==> src/hdl/lca_binary_lifting_assert.svh <==
// assertion macros for the lowest common ancestor engine
// used by the top level only, no other dependencies
`ifndef LCA_BINARY_LIFTING_ASSERT_SVH
`define LCA_BINARY_LIFTING_ASSERT_SVH

// same-cycle implication, disabled during reset
`define LCA_ASSERT_NOW(label, clk, rst, ante, cons) \
   label: assert property (@(posedge clk) disable iff (rst) (ante) |-> (cons)) \
      else $error("lca_binary_lifting: assertion failed");

// next-cycle implication, disabled during reset
`define LCA_ASSERT_NEXT(label, clk, rst, ante, cons) \
   label: assert property (@(posedge clk) disable iff (rst) (ante) |=> (cons)) \
      else $error("lca_binary_lifting: assertion failed");

`endif

==> src/hdl/lca_pkg.sv <==
// shared types, constants and helpers of the lowest common ancestor engine
// no dependencies; imported by every module of the block but lca_ram
package lca_pkg;

   // sizing
   localparam int NODES      = 1024;
   localparam int LEVELS     = 10;
   localparam int FIELD_W    = 10;
   localparam int FUNC_W     = 2;
   localparam int NODE_AW    = $clog2(NODES);
   localparam int TAB_DEPTH  = NODES * LEVELS;
   localparam int TAB_AW     = $clog2(TAB_DEPTH);
   localparam int LVL_W      = $clog2(LEVELS);
   localparam int DIFF_W     = FIELD_W + 2;
   localparam int FIFO_DEPTH = 4;
   localparam int FIFO_AW    = $clog2(FIFO_DEPTH);

   typedef logic [FIELD_W-1:0] node_type;
   typedef logic [LVL_W-1:0]   lvl_type;

   localparam node_type               NODE_COUNT_RESET = FIELD_W'(1023);
   localparam logic [TAB_AW-1:0]      TAB_LAST         = TAB_AW'(TAB_DEPTH - 1);
   localparam lvl_type                LVL_TOP          = LVL_W'(LEVELS - 1);

   // request function codes
   localparam logic [FUNC_W-1:0] FUNC_LOAD  = 2'd0;
   localparam logic [FUNC_W-1:0] FUNC_BUILD = 2'd1;
   localparam logic [FUNC_W-1:0] FUNC_QUERY = 2'd2;

   // classified operation handed from front to back
   typedef enum logic [1:0] {
      OP_LOAD,
      OP_BUILD,
      OP_QUERY
   } op_type;

   // queued command: load uses node/parent/depth, query uses a/b in f0/f1
   typedef struct packed {
      op_type   op;
      node_type f0;
      node_type f1;
      node_type f2;
   } cmd_type;

   // back-end status seen by the front
   typedef struct packed {
      logic clearing;
   } stat_type;

   // back-end sequencer states
   typedef enum logic [4:0] {
      S_CLEAR,
      S_IDLE,
      S_B_RD0,
      S_B_RD1,
      S_B_WR,
      S_Q_DA,
      S_Q_DB,
      S_Q_SWAP,
      S_L_CHK,
      S_L_UP,
      S_L_DEP,
      S_L_END,
      S_M_RA,
      S_M_RB,
      S_M_CMP,
      S_M_FIN,
      S_M_RES,
      S_Q_OUT
   } state_type;

   // node lies inside the stores
   function automatic logic node_ok(input node_type n);
      return (32'(n) < 32'(NODES));
   endfunction

   // ancestor table address of level j of node n
   function automatic logic [TAB_AW-1:0] tab_addr(input node_type n, input lvl_type j);
      logic [31:0] full;
      full = 32'(n) * 32'(LEVELS) + 32'(j);
      return full[TAB_AW-1:0];
   endfunction

   // depth store address of node n
   function automatic logic [NODE_AW-1:0] depth_addr(input node_type n);
      logic [31:0] full;
      full = 32'(n);
      return full[NODE_AW-1:0];
   endfunction

   // highest node covered by a build
   function automatic node_type build_last(input node_type nc);
      if (32'(nc) > 32'(NODES - 1)) begin
         return FIELD_W'(NODES - 1);
      end
      return nc;
   endfunction

endpackage

==> src/hdl/lca_front.sv <==
// front end: accepts request transactions and classifies them into commands
// depends on lca_pkg; feeds lca_fifo
module lca_front (
   input  logic                            req_valid,
   output logic                            req_ready,
   input  logic [lca_pkg::FUNC_W-1:0]      req_func,
   input  lca_pkg::node_type               req_node,
   input  lca_pkg::node_type               req_parent_node,
   input  lca_pkg::node_type               req_node_depth,
   input  lca_pkg::node_type               req_query_a,
   input  lca_pkg::node_type               req_query_b,
   input  lca_pkg::stat_type               stat,
   input  logic                            fifo_full,
   output logic                            push,
   output lca_pkg::cmd_type                cmd
);
   import lca_pkg::*;

   logic keep;

   // decode the function code; loads of the sentinel or out of range are dropped
   always_comb begin
      keep   = 1'b0;
      cmd.op = OP_LOAD;
      cmd.f0 = req_node;
      cmd.f1 = req_parent_node;
      cmd.f2 = req_node_depth;
      case (req_func)
         FUNC_LOAD: begin
            keep = (req_node != '0) && node_ok(req_node);
         end
         FUNC_BUILD: begin
            keep   = 1'b1;
            cmd.op = OP_BUILD;
         end
         FUNC_QUERY: begin
            keep   = 1'b1;
            cmd.op = OP_QUERY;
            cmd.f0 = req_query_a;
            cmd.f1 = req_query_b;
         end
         default: begin
            keep = 1'b0;
         end
      endcase
   end

   // no transaction is taken while the stores are cleared
   assign req_ready = !stat.clearing && !fifo_full;
   assign push      = req_valid && req_ready && keep;

endmodule

==> config.mk <==
export PLATFORM = sky130hd
export DESIGN_NAME = lca_front
export DESIGN_NICKNAME = d
export VERILOG_FILES = /design/src/hdl/lca_binary_lifting_assert.svh /design/src/hdl/lca_pkg.sv /design/src/hdl/lca_front.sv
export SDC_FILE = /design/constraint.sdc
export NUM_CORES = 1
export LEC_CHECK = 0
export BUFFER_PORTS_ARGS = -buffer_cell sky130_fd_sc_hd__buf_4
export CORE_AREA = 2 2 44 46
export DETAILED_ROUTE_END_ITERATION = 8
export DIE_AREA = 0 0 46 48
export GPL_ROUTABILITY_DRIVEN = 0
export GPL_TIMING_DRIVEN = 0
export PLACE_DENSITY_LB_ADDON = 0.12
export RECOVER_POWER = 50
export SYNTH_ARGS = -nofsm -noshare
export SYNTH_HDL_FRONTEND = slang
export SYNTH_SLANG_ARGS = --single-unit
==> constraint.sdc <==
create_clock -name vclk -period 1.7
set_input_delay 0.34 -clock vclk [all_inputs]
set_output_delay 0.34 -clock vclk [all_outputs]
set_load 0.01 [all_outputs]
Word level (Yosys, flattened, before mapping). Cells that the tools add are included.

Eq/ne operators: 2. Reduce and logical (&&, ||, !) cells: 8. Multiplexer cells: 3.

Operators with widths (number): 2-to-1 mux 20 bit (1); nonzero test 10 bit (1); case mux 2 bit (2 select lines) (1); logical AND 1 bit (3); equality test 2 x 1 -> 1 bit, second input constant (1); equality test 2 bit, second input constant (1); zero test 1 bit (2); zero test 2 bit (1); case mux 1 bit (2 select lines) (1); OR reduction 2 bit (1).

Bits of input ports: 55. Word-level logic and storage cells: 13. Bits in registers: 0. Output and inout bits: 34.

Longest topological paths before layout.
Depth in word-level cells: 4. Depth in mapped cells: 5. Mapped depth without buffers: 5.

Worst setup path after synthesis. Ideal clock, no wire load.

Path type: input-to-output. From: in req_func[0] (netlist bit). To: out cmd[10] (netlist bit). Data arrival time: 1.186 ns. Path buffers: 1. Required time: 1.360 ns. Cell stages on the path: 4. Setup slack: 0.174 ns. Cells stage by stage: inv_1 > ha_1 > buf_4 > mux2_1.

RTL lines: from (decl) (line lca_front.sv:6) `input logic [lca_pkg::FUNC_W-1:0] req_func,`; to (decl) (line lca_front.sv:15) `output lca_pkg::cmd_type cmd`.

==> results.json <==
{
  "wirelength_um": 1790,
  "synth_area_leaders": "mux2_1 (45%), buf_4 (21%), ha_1 (12%), mux2_2 (7.9%), nor4_2 (5.8%)",
  "pwr-share-seq_pct": 0,
  "synth-xor-area-share_pct": 0,
  "hp-class": "in -> out",
  "drc_errors": 0,
  "hpwl_um": 1470,
  "yosysTopAreaCellShare_pct": 44.6,
  "power.total_uw": 294,
  "fin_area_um2": 1110,
  "viasPerCell": 4.48,
  "die_h_um": 48,
  "synth.avg_cell_area_um2": 9.33,
  "grt-ovfl-total": 0,
  "slew_headroom_pct": 85.0,
  "timing.fmax_mhz": 597,
  "min_path_cells": 2,
  "first_pass_iters": 2,
  "ir_drop_mv": 0.138,
  "multi_input_area_um2": 384,
  "wire_per_inst_um": 12.3,
  "p_sw_share_pct": 34.8,
  "rsz0062_at_grt": "true",
  "critPathMaxStageDelay_ns": 0.33,
  "grt_pass1_vias": 565,
  "setup_tns_ns": 0,
  "yosysWarnings": 0,
  "crit_path_max_fanout": 5,
  "start_kind": "primary input",
  "nFillCells": 157,
  "synth_top_area_cell": "mux2_1",
  "areaGrowthSynthToFinish_pct": 159,
  "power_switching_uw": 102,
  "core.rowCount": 15,
  "crit_chain": "buf_4 > inv_4 > ha_4 > buf_6 > mux2_2 > buf_4",
  "vias": 650,
  "final_antenna_net_count": 0,
  "crit_buf_inv": 4,
  "maxCapViolations": 0,
  "power.internal_uw": 191,
  "antennaDiodeCount": 0,
  "nets": 189,
  "syn_nets": 105,
  "netlist_area_um2": 429,
  "clockPowerShare_pct": 0,
  "core-area_um2": 1690,
  "hp-start": "req_node_depth[7]",
  "die_w_um": 46,
  "antenna_found_initial": 0,
  "grt_use_total_pct": 13.0,
  "yosysMostFrequentCell": "mux2_1",
  "port-buffer-count": 79,
  "n_clock_buffer": 0,
  "syn-instance-count": 46,
  "p_leak_nw": 0.580,
  "synth_compound_area_share_pct": 0,
  "die_area_um2": 2210,
  "drt_iter0_drc": 1,
  "min_to": "cmd[7]",
  "fin_crit_ns": 1.68,
  "crit_slowest_cell": "mux2_2",
  "fin_hold_ws_ns": 0.889,
  "cp.required_ns": 1.36,
  "drive_gt1_share_pct": 76.6,
  "synth_top_family_by_area": "multiplexers",
  "maxSlewViolCount": 0,
  "power_density_nw_per_um2": 264,
  "crit_path_end_kind": "primary output",
  "p_comb_share_pct": 100.0,
  "nFlopsAndLatches": 0,
  "start_util_pct": 25.4,
  "hold_viol_final": 0,
  "finalSetupViolations": 0,
  "grt_first_pass_wirelength_um": 2250,
  "synth_common_cells": "mux2_1 (17), buf_4 (12), ha_1 (4), mux2_2 (3)",
  "synth_fa_ha_area_share_pct": 11.7,
  "pin_count": 89,
  "worst_pin_slew_ns": 0.224,
  "place_area_um2": 1040,
  "critical_path_class": "in -> out",
  "status": "completed",
  "synth-simple-area-share_pct": 13.1,
  "yosysUniqueCellTypes": 11,
  "seqCellArea_um2": 0,
  "pre_cts_slack_ns": -0.0578,
  "critical_path.top_delay_family": "buffers and inverters",
  "setup_ws_ns": 0.0248,
  "ys_seq_area_share_pct": 0,
  "grt_max_degree": 11,
  "min_period_over_period_pct": 98.5,
  "crit_top_cell": "buf_4",
  "synth.area.mux_share_pct": 52.5,
  "arrival_ns": 1.34
}
-- power by group through the flow --
stage	Sequential (mW)	Combinational, mW	Clock [mW]
6_report	0	0.294	0
4_1_cts	0	0.282	0
2_1_floorplan	0	0.104	0
5_1_grt	0	0.315	0
3_3_place_gp	0	0.268	0
3_5_place_dp	0	0.272	0
-- per-layer routing --
layer	global-route usage (%)	share of wire, %
met5	0	0
met4	0	0
met3	2.64	15
met2	26.7	50
met1	14.3	35
-- how the worst max path moves through the flow --
| stage | start | endpoint | slack, ns | depth (start not counted) |
|---|---|---|---|---|
| floorplan | req_func[0] | cmd[10] | 0.17 | 4 |
| global placement | req_func[0] | cmd[21] | -0.05 | 6 |
| detailed placement | req_func[0] | cmd[21] | -0.06 | 6 |
| CTS | req_func[0] | push | -0.005 | 7 |
| global route | req_func[0] | cmd[20] | -0.01 | 6 |
| finish | req_func[0] | cmd[24] | 0.02 | 6 |
-- final cells by class --
cell class	instances	share of cell area, %
Timing Repair Buffer	82	53.5
Tap cell	17	1.91
Inverter	2	0.900
Multi-Input combinational cell	32	34.5
Buffer	12	9.11
-- per-stage QoR --
stage               util (%)  std cells
floorplan                  -         46
global placement        61.8        142
detailed placement      61.8        142
CTS                     63.7        143
global route            65.9        145
finish                  65.9        145
-- cell families (layout without fill, tap and decap cells) --
logic type,Yosys count,after routing
mux,20,20
fa+ha+maj,4,4
buf+inv,14,96
simple gates,8,8
-- timing repair --
item	4_1_cts	5_1_grt
gates cloned	1	1
gates resized for setup	7	11
pin swaps	0	2
setup buffers	0	1
endpoints found under the setup margin	21	11
hold buffers	0	0
-- cells in the final DEF, fill, tap and decap left out, types with 2 or more instances in the layout --
| cell | synthesis | layout |
|---|---|---|
| ha_4 | 0 | 2 |
| nor2_1 | 2 | 2 |
| ha_1 | 4 | 2 |
| clkbuf_1 | 0 | 11 |
| buf_6 | 0 | 2 |
| mux2_1 | 17 | 12 |
| mux2_4 | 0 | 6 |
| nor4_2 | 2 | 2 |
| mux2_2 | 3 | 2 |
| buf_4 | 12 | 79 |
(Power assumes the default switching activity.)
