File: src/hdl/lca_binary_lifting_assert.svh
// assertion macros for the lowest common ancestor engine
// used by the top level only, no other dependencies
`ifndef LCA_BINARY_LIFTING_ASSERT_SVH
`define LCA_BINARY_LIFTING_ASSERT_SVH

// same-cycle implication, disabled during reset
`define LCA_ASSERT_NOW(label, clk, rst, ante, cons) \
   label: assert property (@(posedge clk) disable iff (rst) (ante) |-> (cons)) \
      else $error("lca_binary_lifting: assertion failed");

// next-cycle implication, disabled during reset
`define LCA_ASSERT_NEXT(label, clk, rst, ante, cons) \
   label: assert property (@(posedge clk) disable iff (rst) (ante) |=> (cons)) \
      else $error("lca_binary_lifting: assertion failed");

`endif

File: src/hdl/lca_pkg.sv
// shared types, constants and helpers of the lowest common ancestor engine
// no dependencies; imported by every module of the block but lca_ram
package lca_pkg;

   // sizing
   localparam int NODES      = 1024;
   localparam int LEVELS     = 10;
   localparam int FIELD_W    = 10;
   localparam int FUNC_W     = 2;
   localparam int NODE_AW    = $clog2(NODES);
   localparam int TAB_DEPTH  = NODES * LEVELS;
   localparam int TAB_AW     = $clog2(TAB_DEPTH);
   localparam int LVL_W      = $clog2(LEVELS);
   localparam int DIFF_W     = FIELD_W + 2;
   localparam int FIFO_DEPTH = 4;
   localparam int FIFO_AW    = $clog2(FIFO_DEPTH);

   typedef logic [FIELD_W-1:0] node_type;
   typedef logic [LVL_W-1:0]   lvl_type;

   localparam node_type               NODE_COUNT_RESET = FIELD_W'(1023);
   localparam logic [TAB_AW-1:0]      TAB_LAST         = TAB_AW'(TAB_DEPTH - 1);
   localparam lvl_type                LVL_TOP          = LVL_W'(LEVELS - 1);

   // request function codes
   localparam logic [FUNC_W-1:0] FUNC_LOAD  = 2'd0;
   localparam logic [FUNC_W-1:0] FUNC_BUILD = 2'd1;
   localparam logic [FUNC_W-1:0] FUNC_QUERY = 2'd2;

   // classified operation handed from front to back
   typedef enum logic [1:0] {
      OP_LOAD,
      OP_BUILD,
      OP_QUERY
   } op_type;

   // queued command: load uses node/parent/depth, query uses a/b in f0/f1
   typedef struct packed {
      op_type   op;
      node_type f0;
      node_type f1;
      node_type f2;
   } cmd_type;

   // back-end status seen by the front
   typedef struct packed {
      logic clearing;
   } stat_type;

   // back-end sequencer states
   typedef enum logic [4:0] {
      S_CLEAR,
      S_IDLE,
      S_B_RD0,
      S_B_RD1,
      S_B_WR,
      S_Q_DA,
      S_Q_DB,
      S_Q_SWAP,
      S_L_CHK,
      S_L_UP,
      S_L_DEP,
      S_L_END,
      S_M_RA,
      S_M_RB,
      S_M_CMP,
      S_M_FIN,
      S_M_RES,
      S_Q_OUT
   } state_type;

   // node lies inside the stores
   function automatic logic node_ok(input node_type n);
      return (32'(n) < 32'(NODES));
   endfunction

   // ancestor table address of level j of node n
   function automatic logic [TAB_AW-1:0] tab_addr(input node_type n, input lvl_type j);
      logic [31:0] full;
      full = 32'(n) * 32'(LEVELS) + 32'(j);
      return full[TAB_AW-1:0];
   endfunction

   // depth store address of node n
   function automatic logic [NODE_AW-1:0] depth_addr(input node_type n);
      logic [31:0] full;
      full = 32'(n);
      return full[NODE_AW-1:0];
   endfunction

   // highest node covered by a build
   function automatic node_type build_last(input node_type nc);
      if (32'(nc) > 32'(NODES - 1)) begin
         return FIELD_W'(NODES - 1);
      end
      return nc;
   endfunction

endpackage

File: src/hdl/lca_fifo.sv
// short command queue between front and back
// depends on lca_pkg
module lca_fifo (
   input  logic             clock,
   input  logic             reset,
   input  logic             push,
   input  lca_pkg::cmd_type push_data,
   input  logic             pop,
   output lca_pkg::cmd_type head,
   output logic             full,
   output logic             empty
);
   import lca_pkg::*;

   cmd_type              entry_ff [FIFO_DEPTH];
   logic [FIFO_AW-1:0]   wr_ptr_ff, wr_ptr_in;
   logic [FIFO_AW-1:0]   rd_ptr_ff, rd_ptr_in;
   logic [FIFO_AW:0]     count_ff, count_in;

   // pointer and count update
   always_comb begin
      wr_ptr_in = wr_ptr_ff;
      rd_ptr_in = rd_ptr_ff;
      count_in  = count_ff;
      if (push) begin
         wr_ptr_in = wr_ptr_ff + FIFO_AW'(1);
      end
      if (pop) begin
         rd_ptr_in = rd_ptr_ff + FIFO_AW'(1);
      end
      if (push && !pop) begin
         count_in = count_ff + (FIFO_AW+1)'(1);
      end else if (pop && !push) begin
         count_in = count_ff - (FIFO_AW+1)'(1);
      end
   end

   always_ff @(posedge clock) begin
      if (reset) begin
         wr_ptr_ff <= '0;
         rd_ptr_ff <= '0;
         count_ff  <= '0;
      end else begin
         wr_ptr_ff <= wr_ptr_in;
         rd_ptr_ff <= rd_ptr_in;
         count_ff  <= count_in;
      end
   end

   // entry storage
   always_ff @(posedge clock) begin
      if (push) begin
         entry_ff[wr_ptr_ff] <= push_data;
      end
   end

   assign head  = entry_ff[rd_ptr_ff];
   assign full  = (count_ff == (FIFO_AW+1)'(FIFO_DEPTH));
   assign empty = (count_ff == '0);

endmodule

File: config.mk
export PLATFORM = sky130hd
export DESIGN_NAME = lca_fifo
export DESIGN_NICKNAME = d
export VERILOG_FILES = /design/src/hdl/lca_binary_lifting_assert.svh /design/src/hdl/lca_pkg.sv /design/src/hdl/lca_fifo.sv
export SDC_FILE = /design/constraint.sdc
export NUM_CORES = 1
export LEC_CHECK = 0
export BUFFER_PORTS_ARGS = -buffer_cell sky130_fd_sc_hd__buf_2
export CORE_ASPECT_RATIO = 0.9
export CORE_MARGIN = 1.5
export CORE_UTILIZATION = 42
export DETAILED_ROUTE_END_ITERATION = 10
export PLACE_DENSITY = 0.67
export SYNTH_ARGS = -nofsm -noshare
export SYNTH_HDL_FRONTEND = slang
export SYNTH_SLANG_ARGS = --single-unit
File: constraint.sdc
create_clock -name clock -period 3.1 [get_ports clock]
set_input_delay 0.62 -clock clock [delete_from_list [all_inputs] [get_ports clock]]
set_output_delay 0.62 -clock clock [all_outputs]
set_load 0.01 [all_outputs]
Yosys cells after proc, flatten, opt, wreduce, memory -nomap -nowiden
Memory sizes are Yosys's and may differ from the RTL's. A register that Yosys moved wholly into a read port is not among the register bits.
Index checks and enable logic that the tools add are counted.
- $add $sub $neg: 4
- shift operators: 0
- bitwise gates (word level): 0
- reductions and logical operators: 6
- equal/unequal tests: 1
- $lt $le $gt $ge: 0
- multipliers: 0
- mux-type cells: 6
- div/mod/pow operators: 0
- operators by type and width (operator ; count):
    $mux 3 ; 2
    $add 2x1->2 const B ; 2
    $mux 2 ; 2
    $add 3x1->3 const B ; 1
    $eq 3x3->1 const B ; 1
    $logic_not 3->1 ; 1
    $sub 3x1->3 const B ; 1
    $logic_and 1x1->1 ; 2
    $logic_not 1->1 ; 2
    $mux 1 ; 2
    $reduce_bool 2->1 ; 1
- bits in latches: 0
- RAM bits: 128
- word-level logic and storage cells: 21
- memories kept: 1
- output and inout bits: 34
- flip-flop bits (word level): 7
- ROM bits: 0
- memory list (name ; words ; width ; read ports ; clocked after memory_dff ; wr ports ; line ; source):
    entry_ff ; 4 ; 32 ; 1 ; 1 ; 1 ; lca_fifo.sv:15 ; cmd_type entry_ff [FIFO_DEPTH];

Depth between registers and ports, before layout
Gate-level depths: netlist of run 1.
- depth after elaboration: 4
- gate-level depth with buffers: 7
- depth with buffers taken out: 7

Worst setup path after synthesis of run 1
No wires, ideal clock.
- path kind: input to register
- from: input port pop
- to: register count_ff[2]
- stages: 7
- library setup time: 70 ps
- buffers on the path: 0
- slack: 1220 ps
- data arrival time: 1810 ps
- path through: inv_1 -> ha_1 -> inv_1 -> fa_1 -> xor2_1 -> or3_1 -> a21oi_1
- word-level cells in the longest chain between the ends: 3
- RTL lines (element ; line ; source):
    start, declared ; lca_fifo.sv:8 ; input logic pop,
    $logic_not 1->1 ; lca_fifo.sv:31 ; if (push && !pop) begin
    $logic_and 1x1->1 ; lca_fifo.sv:31 ;
    $mux 3 or $reduce_bool 2->1 (tied branches) ; -- ;
    end signal, assigned ; lca_fifo.sv:46 ; count_ff <= count_in;
    end, declared ; lca_fifo.sv:18 ; logic [FIFO_AW:0] count_ff, count_in;
Parallel ways exist; a longest one is shown, timed or not.
A chain may end at the register's enable or synchronous reset.

==> impl_metrics.yaml, run 1 <==
cts:
  cts_hold_buf: 0
  cts_resized: 0
  tritoncts: "yes"
  cts-root-buf: "clkbuf_16"
  clk_path_buf_depth: 2
  clkSinkCount: 137
  clk_pin_slew_ns: 0.06
  htreeDepth: 4
  clkLatencyLatePin_ns: 0.41
  numCtsBuffers: 17
  cts_setup_buffers: 0
floorplanning:
  initial_utilization: 0.438
  dieHeight_um: 107
  die_width_um: 119
  row_count: 37
  die_area_um2: 12800
  coreArea_um2: 11600
  io_pins: 70
layout:
  nFillCells: 902
  n_antenna_cell: 0
  nets: 339
  mostFrequentLayoutCell: "edfxtp_1"
  area_delta_synth_final_pct: 22.1
  final_cell_mix: "edfxtp_1, buf_2, mux4_2"
  drive_gt1_frac: 0.450
run_status:
  status: "finished, final reports clean"
worst_setup_path:
  path_class: "flip-flop to primary output"
  cpMaxStageDelayCell: "dfxtp_2"
  path_max_fanout: 23
  cp.required_ns: 2.48
  path_cells: "buf_12 > mux4_1 > buf_2"
  max_stage_delay_ns: 0.56
  arrival_ns: 1.97
  cp-end-kind: "primary output"
  cp-start-kind: "flip-flop"
sta:
  clock-skew-final_ns: 0.00676
  post-route-min-period_ns: 2.59
  slew_violations: 0
  finalSetupViolCount: 0
  rsz0062_at_grt: "false"
  fmax_mhz: 386
  final.period_utilization: 0.836
  finalHoldViolations: 0
  tightest_slew_ns: 0.907
  setup_ws_ns: 0.509
  max_slew_margin: 0.395
  setup_tns_ns: 0
place:
  numPortBuffers: 69
  gp_routability_congestion: 0.696
  dp_hpwl_um: 5100
  pre_cts_slack_ns: 0.887
yosys:
  synth_warnings: 0
  synth_top_area_share: 0.756
  postSynthAreaPerCell_um2: 24.1
  yosys.area.top_type: "edfxtp_1"
  synthTopCellsByArea: "edfxtp_1, mux4_2, dfxtp_1, ha_1, buf_12"
  synthCells: 211
  ys_ff_latch: 137
  syn_area_um2: 5090
  yosys.cell_types.count: 22
  seq_area_frac_synth: 0.791
  synthesis.nets: 253
grt:
  grt_pass1_vias: 2501
  grt_pass1_wl_um: 13200
  track_usage: 0.143
  grt_max_degree: 33
  grt_overflow: 0
  antenna_found_initial: 1
routing:
  dr.pass1.iters: 4
  routedWlPerCell_um: 18.2
  viasPerCell: 4.96
  drc: 0
  via_count: 2305
  ant_nets: 0
  drt_wl_total_um: 8440
  drt_iter0_drc: 190
power_and_ir_drop:
  p_per_area_nw_per_um2: 740
  ir_drop_uv: 437
  power_leakage_nw: 2.16
flow_run:
  cap_viol_max_count: 0
worst_hold_path:
  hp-class: "primary input to flip-flop"
==> kinds of logic (layout without fill, tap and decap cells) <==
logic type | count (synthesis) | count (layout) | share of synthesized area
buffers and inverters | 12 | 110 | 0.0207
xor gates and xnor gates | 5 | 5 | 0.00861
muxes | 34 | 34 | 0.147
and+or+nand+nor | 15 | 15 | 0.0145
DFF | 137 | 137 | 0.791
AOI/OAI and AO/OA | 2 | 2 | 0.00197
adders and majority gates | 6 | 6 | 0.0162
==> critical path: cells and delay by family, from the launching register on <==
kind,cells,cell delay [ns]
flops,1,0.56
buf+inv,2,0.43
mux,1,0.56
==> cells in the mapped netlist <==
library cell,instances
mux4_1,2
mux2i_1,2
and2_1,4
ha_1,5
or3_1,1
buf_12,3
mux4_2,30
inv_1,4
o21ai_0,1
buf_6,1
nand2_1,1
fa_1,1
xnor2_1,2
a21oi_1,1
clkbuf_1,1
dfxtp_1,9
edfxtp_1,128
xor2_1,3
nor3_1,1
nor3b_1,1
nor2_1,7
buf_2,3
==> report_power, final <==
part	switching, W	internal (W)
Sequential	0.0000411	0.00212
Clock	0.000717	0.00133
Combinational	0.000196	0.000187
==> layout make-up <==
type                    instances  area (µm²)  area share
flip-flops and latches        137        4030       0.648
multi-input cells              62         963       0.155
clock buffers                  18         429      0.0691
repair buffers                 75         403      0.0649
well taps                     156         195      0.0314
clock inverters                13         179      0.0288
inverters                       4        15.0     0.00242
==> worst paths after layout <==
| check | startpoint | to | slack, ns | cells after the start |
|---|---|---|---|---|
| worst min-delay path | push_data[29] | entry_ff[0][29] | 0.43 | 1 |
| worst min register to register | count_ff[2] | count_ff[2] | 0.51 | 2 |
| worst max-delay path | flip-flop | head[27] | 0.51 | 3 |
| worst max register to register | wr_ptr_ff[0] | entry_ff[0][31] | 1.39 | 3 |
==> metrics by stage <==
stage               utilization  hold slack, ns  instance area [µm²]  cells  power (W)
global placement          0.482           0.486                 5600    434    0.00259
global route              0.535           0.417                 6210    465    0.00476
floorplan                     -           0.466                 5090    211    0.00245
finish                    0.535           0.426                 6210    465    0.00460
detailed placement        0.482           0.497                 5600    434    0.00260
CTS                       0.535           0.414                 6210    465    0.00465
==> state kept, by name, indices dropped and copies added, names as in the netlist, named ones only <==
name / flops
count_ff: 3
rd_ptr_ff: 2
wr_ptr_ff: 2
entry_ff: 128
==> routing by layer <==
layer	part of all wire	routed length, µm	global-route usage	up-vias
met2	0.50	4220	0.232	66
met5	0	0	0	-
met4	0.012	102	0.0620	0
met3	0.048	405	0.0450	13
li1	-	-	-	1048
met1	0.44	3710	0.180	1178
Power figures use the tool's default switching activity.
==> inputs of run 2 (changes only) <==
--- a/config.mk
+++ b/config.mk
@@ -5,12 +5,13 @@
 export SDC_FILE = /design/constraint.sdc
 export NUM_CORES = 1
 export LEC_CHECK = 0
+export ABC_AREA = 1
 export BUFFER_PORTS_ARGS = -buffer_cell sky130_fd_sc_hd__buf_2
 export CORE_ASPECT_RATIO = 0.9
 export CORE_MARGIN = 1.5
 export CORE_UTILIZATION = 42
 export DETAILED_ROUTE_END_ITERATION = 10
-export PLACE_DENSITY = 0.67
+export PLACE_DENSITY = 0.7
 export SYNTH_ARGS = -nofsm -noshare
 export SYNTH_HDL_FRONTEND = slang
 export SYNTH_SLANG_ARGS = --single-unit
==> constraint.sdc (replaced) <==
create_clock -name clock -period 2.1 [get_ports clock]
set_input_delay 0.42 -clock clock [delete_from_list [all_inputs] [get_ports clock]]
set_output_delay 0.42 -clock clock [all_outputs]
set_load 0.01 [all_outputs]
==> impl_metrics.yaml, run 2 <==
sta:
  max_slew_margin: 0.771
  fmax_mhz: 495
  slew_violations: 0
  post-route-min-period_ns: 2.02
  rsz0062_at_grt: "false"
  setup_tns_ns: 0
  finalSetupViolCount: 0
  clock-skew-final_ns: 0.00416
  tightest_slew_ns: 0.344
  finalHoldViolations: 0
  final.period_utilization: 0.962
power_and_ir_drop:
  power_leakage_nw: 2.34
  ir_drop_uv: 587
  p_per_area_nw_per_um2: 1040
worst_setup_path:
  path_cells: "clkbuf_4 > nor2_1 > o22ai_1 > buf_2"
  path_class: "flip-flop to primary output"
  path_max_fanout: 9
  crit_buf_inv: 2
  arrival_ns: 1.60
  worstRegToRegCells: 5
  cp-end-kind: "primary output"
  cp_top_family: "flip-flops"
  cp-start-kind: "flip-flop"
  path_depth: 4
  cpMaxStageDelayCell: "dfxtp_4"
  cp.required_ns: 1.68
  max_stage_delay_ns: 0.46
  rrSetupSlack_ns: 0.72
yosys:
  ys_ff_latch: 137
  post-synth-top-count-cell: "edfxtp_1"
  synth-main-ff-cell: "edfxtp_1"
  yosys.area.top_type: "edfxtp_1"
  yosys-top-cells-count: "edfxtp_1, nor2_1, o21ai_0, o22ai_1, o21ai_1"
  synth_warnings: 0
  synthArstFlopShare: 0
  syn_area_um2: 5220
  synthesis.nets: 409
  synthCells: 367
  synthTopCellsByArea: "edfxtp_1, nor2_1, o21ai_0, o22ai_1, dfxtp_1"
  synth_edf_count: 128
  synth_top_area_share: 0.736
  seq_area_frac_synth: 0.770
  yosys.cell_types.count: 21
  postSynthAreaPerCell_um2: 14.2
floorplanning:
  coreArea_um2: 12100
  initial_utilization: 0.432
  dieHeight_um: 109
  die_area_um2: 13100
  die_width_um: 121
  io_pins: 70
  row_count: 38
layout:
  mostFrequentLayoutCell: "edfxtp_1"
  nFillCells: 1038
  nets: 494
  final_area_um2: 6350
  drive_gt1_frac: 0.243
  multiInputGateArea_um2: 970
  reg_top3: "entry_ff x128, count_ff x3"
  area.sequential_um2: 4030
  top_register: "entry_ff"
  final_cell_mix: "edfxtp_1, nor2_1, buf_2"
  largest_reg_flops: 128
  n_antenna_cell: 0
  area_delta_synth_final_pct: 21.7
place:
  dp_hpwl_um: 6460
  placedInstanceArea_um2: 5720
  gp_routability_congestion: 0.723
  numPortBuffers: 69
grt:
  grt_pass1_vias: 3154
  antenna_found_initial: 0
  grt_pass1_wl_um: 16500
  grt_max_degree: 65
  track_usage: 0.171
  grt_overflow: 0
routing:
  via_count: 3182
  drt_wl_total_um: 10600
  routedWlPerCell_um: 16.9
  drc: 0
  drt_iter0_drc: 179
  ant_nets: 0
  dr.pass1.iters: 4
  viasPerCell: 5.09
cts:
  numCtsBuffers: 17
  clk_path_buf_depth: 2
  cts-root-buf: "clkbuf_16"
  clkLatencyLatePin_ns: 0.41
  clk_pin_slew_ns: 0.05
  cts_hold_buf: 0
  htreeDepth: 4
  tritoncts: "yes"
  clkSinkCount: 137
flow_run:
  cap_viol_max_count: 0
worst_hold_path:
  hold_depth: 2
  hp-class: "primary input to flip-flop"
run_status:
  status: "finished, final reports clean"
[run 2: cell type report]
type                    count  share of cell area
clock buffers              18              0.0675
repair buffers             85              0.0803
multi-input cells         194               0.153
inverters                  17              0.0124
well taps                 160              0.0315
clock inverters            14              0.0215
flip-flops and latches    137               0.634
[run 2: timing repair]
action / CTS / global route
setup buffers: 0 / 1
cloned: 0 / 1
pin swaps: 0 / 1
endpoints found under the setup margin: 27 / 16
gates resized for setup: 5 / 7
[run 2: logic make-up after synthesis]
kind of cell    synth area share
xor+xnor                 0.00168
compound gates             0.107
buf+inv                   0.0438
flops                      0.770
simple gates              0.0609
fa+ha+maj                 0.0158
[run 2: path summary, 6_finish.rpt]
path / start / endpoint
max: flip-flop / head[30]
min: reset / count_ff[0]
max reg2reg: wr_ptr_ff[1] / entry_ff[1][7]
min reg2reg: rd_ptr_ff[1] / flip-flop
[run 2: layer usage]
| metal | wire length [µm] | global-route usage |
|---|---|---|
| met2 | 5160 | 0.284 |
| met1 | 4700 | 0.211 |
| met3 | 559 | 0.0581 |
| met5 | 0 | 0 |
| met4 | 144 | 0.0563 |
[run 2: per-stage QoR]
stage               hold WS [ns]  utilization  std cells  setup slack [ns]  power [W]
floorplan                  0.412            -        367             0.491    0.00355
global placement           0.450        0.473        591             0.350    0.00376
detailed placement         0.450        0.473        591             0.309    0.00379
CTS                        0.168        0.522        623           0.00782    0.00662
global route               0.179        0.526        625           0.00330    0.00681
finish                     0.184        0.526        625            0.0800    0.00658
[run 2: power by group]
part / internal (W) / leakage [nW] / switching (W)
registers: 0.00312 / 1.25 / 0.0000462
clock network: 0.00182 / 0.280 / 0.00101
logic: 0.000215 / 0.805 / 0.000368
==> inputs of run 3 (changes only) <==
==> constraint.sdc (replaced) <==
create_clock -name clock -period 2.1 [get_ports clock]
set_input_delay 0.105 -clock clock [delete_from_list [all_inputs] [get_ports clock]]
set_output_delay 0.105 -clock clock [all_outputs]
set_load 0.01 [all_outputs]
==> impl_metrics.yaml, run 3 (same netlist as run 2, synthesis figures left out) <==
sta:
  clock-skew-final_ns: 0.0113
  setup_tns_ns: 0
  finalHoldViolations: 0
  slew_violations: 0
  tightest_slew_ns: 0.610
  max_slew_margin: 0.593
  finalSetupViolCount: 0
  rsz0062_at_grt: "false"
  final.period_utilization: 0.890
  post-route-min-period_ns: 1.87
  fmax_mhz: 535
routing:
  dr_wl_met2_um: 5180
  drt_wl_total_um: 10300
  via_count: 3235
  drt_iter0_drc: 186
  dr.pass1.iters: 6
  drc: 0
  viasPerCell: 4.95
  highest_layer: "met4"
  wl_met3_um: 660
  ant_nets: 0
  wl_met1_um: 4330
  routedWlPerCell_um: 15.7
layout:
  area_delta_synth_final_pct: 26.4
  nets: 523
  drive_gt1_frac: 0.229
  reg_top3: "entry_ff x128, count_ff x3"
  final_cell_mix: "edfxtp_1, nor2_1, buf_2"
  mostFrequentLayoutCell: "edfxtp_1"
  n_antenna_cell: 0
  top_register: "entry_ff"
  largest_reg_flops: 128
  final_area_um2: 6600
cts:
  clkLatencyLatePin_ns: 0.42
  clk_pin_slew_ns: 0.06
  clk_path_buf_depth: 2
  cts_setup_buffers: 0
  htreeDepth: 4
  clkSinkCount: 137
  tritoncts: "yes"
  cts-root-buf: "clkbuf_16"
  numCtsBuffers: 17
place:
  numPortBuffers: 69
  dp_hpwl_um: 6050
  gp_routability_congestion: 0.705
  placedInstanceArea_um2: 5700
floorplanning:
  io_pins: 70
  die_width_um: 121
  die_area_um2: 13100
  coreArea_um2: 12100
  initial_utilization: 0.432
  row_count: 38
  dieHeight_um: 109
power_and_ir_drop:
  power_leakage_nw: 2.42
  ir_drop_uv: 679
  power_w: 0.00656
  p_per_area_nw_per_um2: 995
worst_hold_path:
  hp-class: "primary input to flip-flop"
worst_setup_path:
  max_stage_delay_ns: 0.46
  rrSetupSlack_ns: 0.78
  path_cells: "inv_2 > o21ai_1 > o22ai_1 > buf_2"
  cp.required_ns: 2.00
  cp-start-kind: "flip-flop"
  cp_top_family: "buffers and inverters"
  cpMaxStageDelayCell: "inv_2"
  arrival_ns: 1.76
  path_max_fanout: 32
  crit_buf_inv: 2
  cp-end-kind: "primary output"
  path_class: "flip-flop to primary output"
grt:
  grt_overflow: 0
  grt_pass1_wl_um: 15900
  grt_pass1_vias: 3242
  antenna_found_initial: 0
  grt_max_degree: 65
  track_usage: 0.167
flow_run:
  cap_viol_max_count: 0
run_status:
  status: "finished, final reports clean"
[run 3: cell count changes in the layout (fill, tap and decap cells not counted), moves of 2 or more]
cell           change
dlygate4sd3_1     +33
clkinv_1           -7
buf_6              -4
clkinvlp_4         +4
buf_4              +3
clkbuf_1           +2
clkinv_4           +2
[run 3: per-layer routing]
layer / vias to the layer above / track usage
li1: 1590 / -
met1: 1531 / 0.194
met2: 107 / 0.286
met3: 7 / 0.0638
met4: 0 / 0.0563
met5: - / 0
[run 3: where the power goes]
part	total [W]	internal [W]	switching, W	leakage (nW)
logic	0.000603	0.000237	0.000366	0.908
registers	0.00316	0.00312	0.0000470	1.25
clock network	0.00280	0.00174	0.00106	0.266
total	0.00656	0.00509	0.00148	2.42
[run 3: what timing repair did]
action	in CTS	in global routing
resized for setup	0	1
endpoints found under the hold margin	129	0
hold buffers	33	0
endpoints found under the setup margin	0	8
[run 3: cell type report]
cell class	instances	area, µm²
Fill cell	993	5480
Sequential cell	137	4030
Multi-Input combinational cell	194	970
Timing Repair Buffer	114	766
Clock buffer	20	437
Tap cell	160	200
Clock inverter	12	128
Inverter	17	71.3
[run 3: per-stage QoR]
| step | hold slack [ns] | setup slack (ns) | std cells | utilization |
|---|---|---|---|---|
| 2_1_floorplan | 0.177 | 0.491 | 367 | - |
| 4_1_cts | 0.0104 | 0.0746 | 654 | 0.546 |
| 6_report | 0.0284 | 0.231 | 654 | 0.546 |
| 3_5_place_dp | 0.288 | 0.522 | 589 | 0.472 |
| 5_1_grt | 0.0488 | 0.0930 | 654 | 0.546 |
| 3_3_place_gp | 0.282 | 0.554 | 589 | 0.472 |
[run 3: path summary, 6_finish.rpt]
kind,from,to,cells after the start
worst max-delay path,flip-flop,head[2],4
worst min-delay path,pop,rd_ptr_ff[0],3
worst max register to register,wr_ptr_ff[0],entry_ff[0][16],5
worst min register to register,rd_ptr_ff[1],rd_ptr_ff[1],1
[run 3: worst min-delay path: stages]
cell     delay, ns
buf_2         0.10
o21ai_0       0.11
nor2_1        0.08
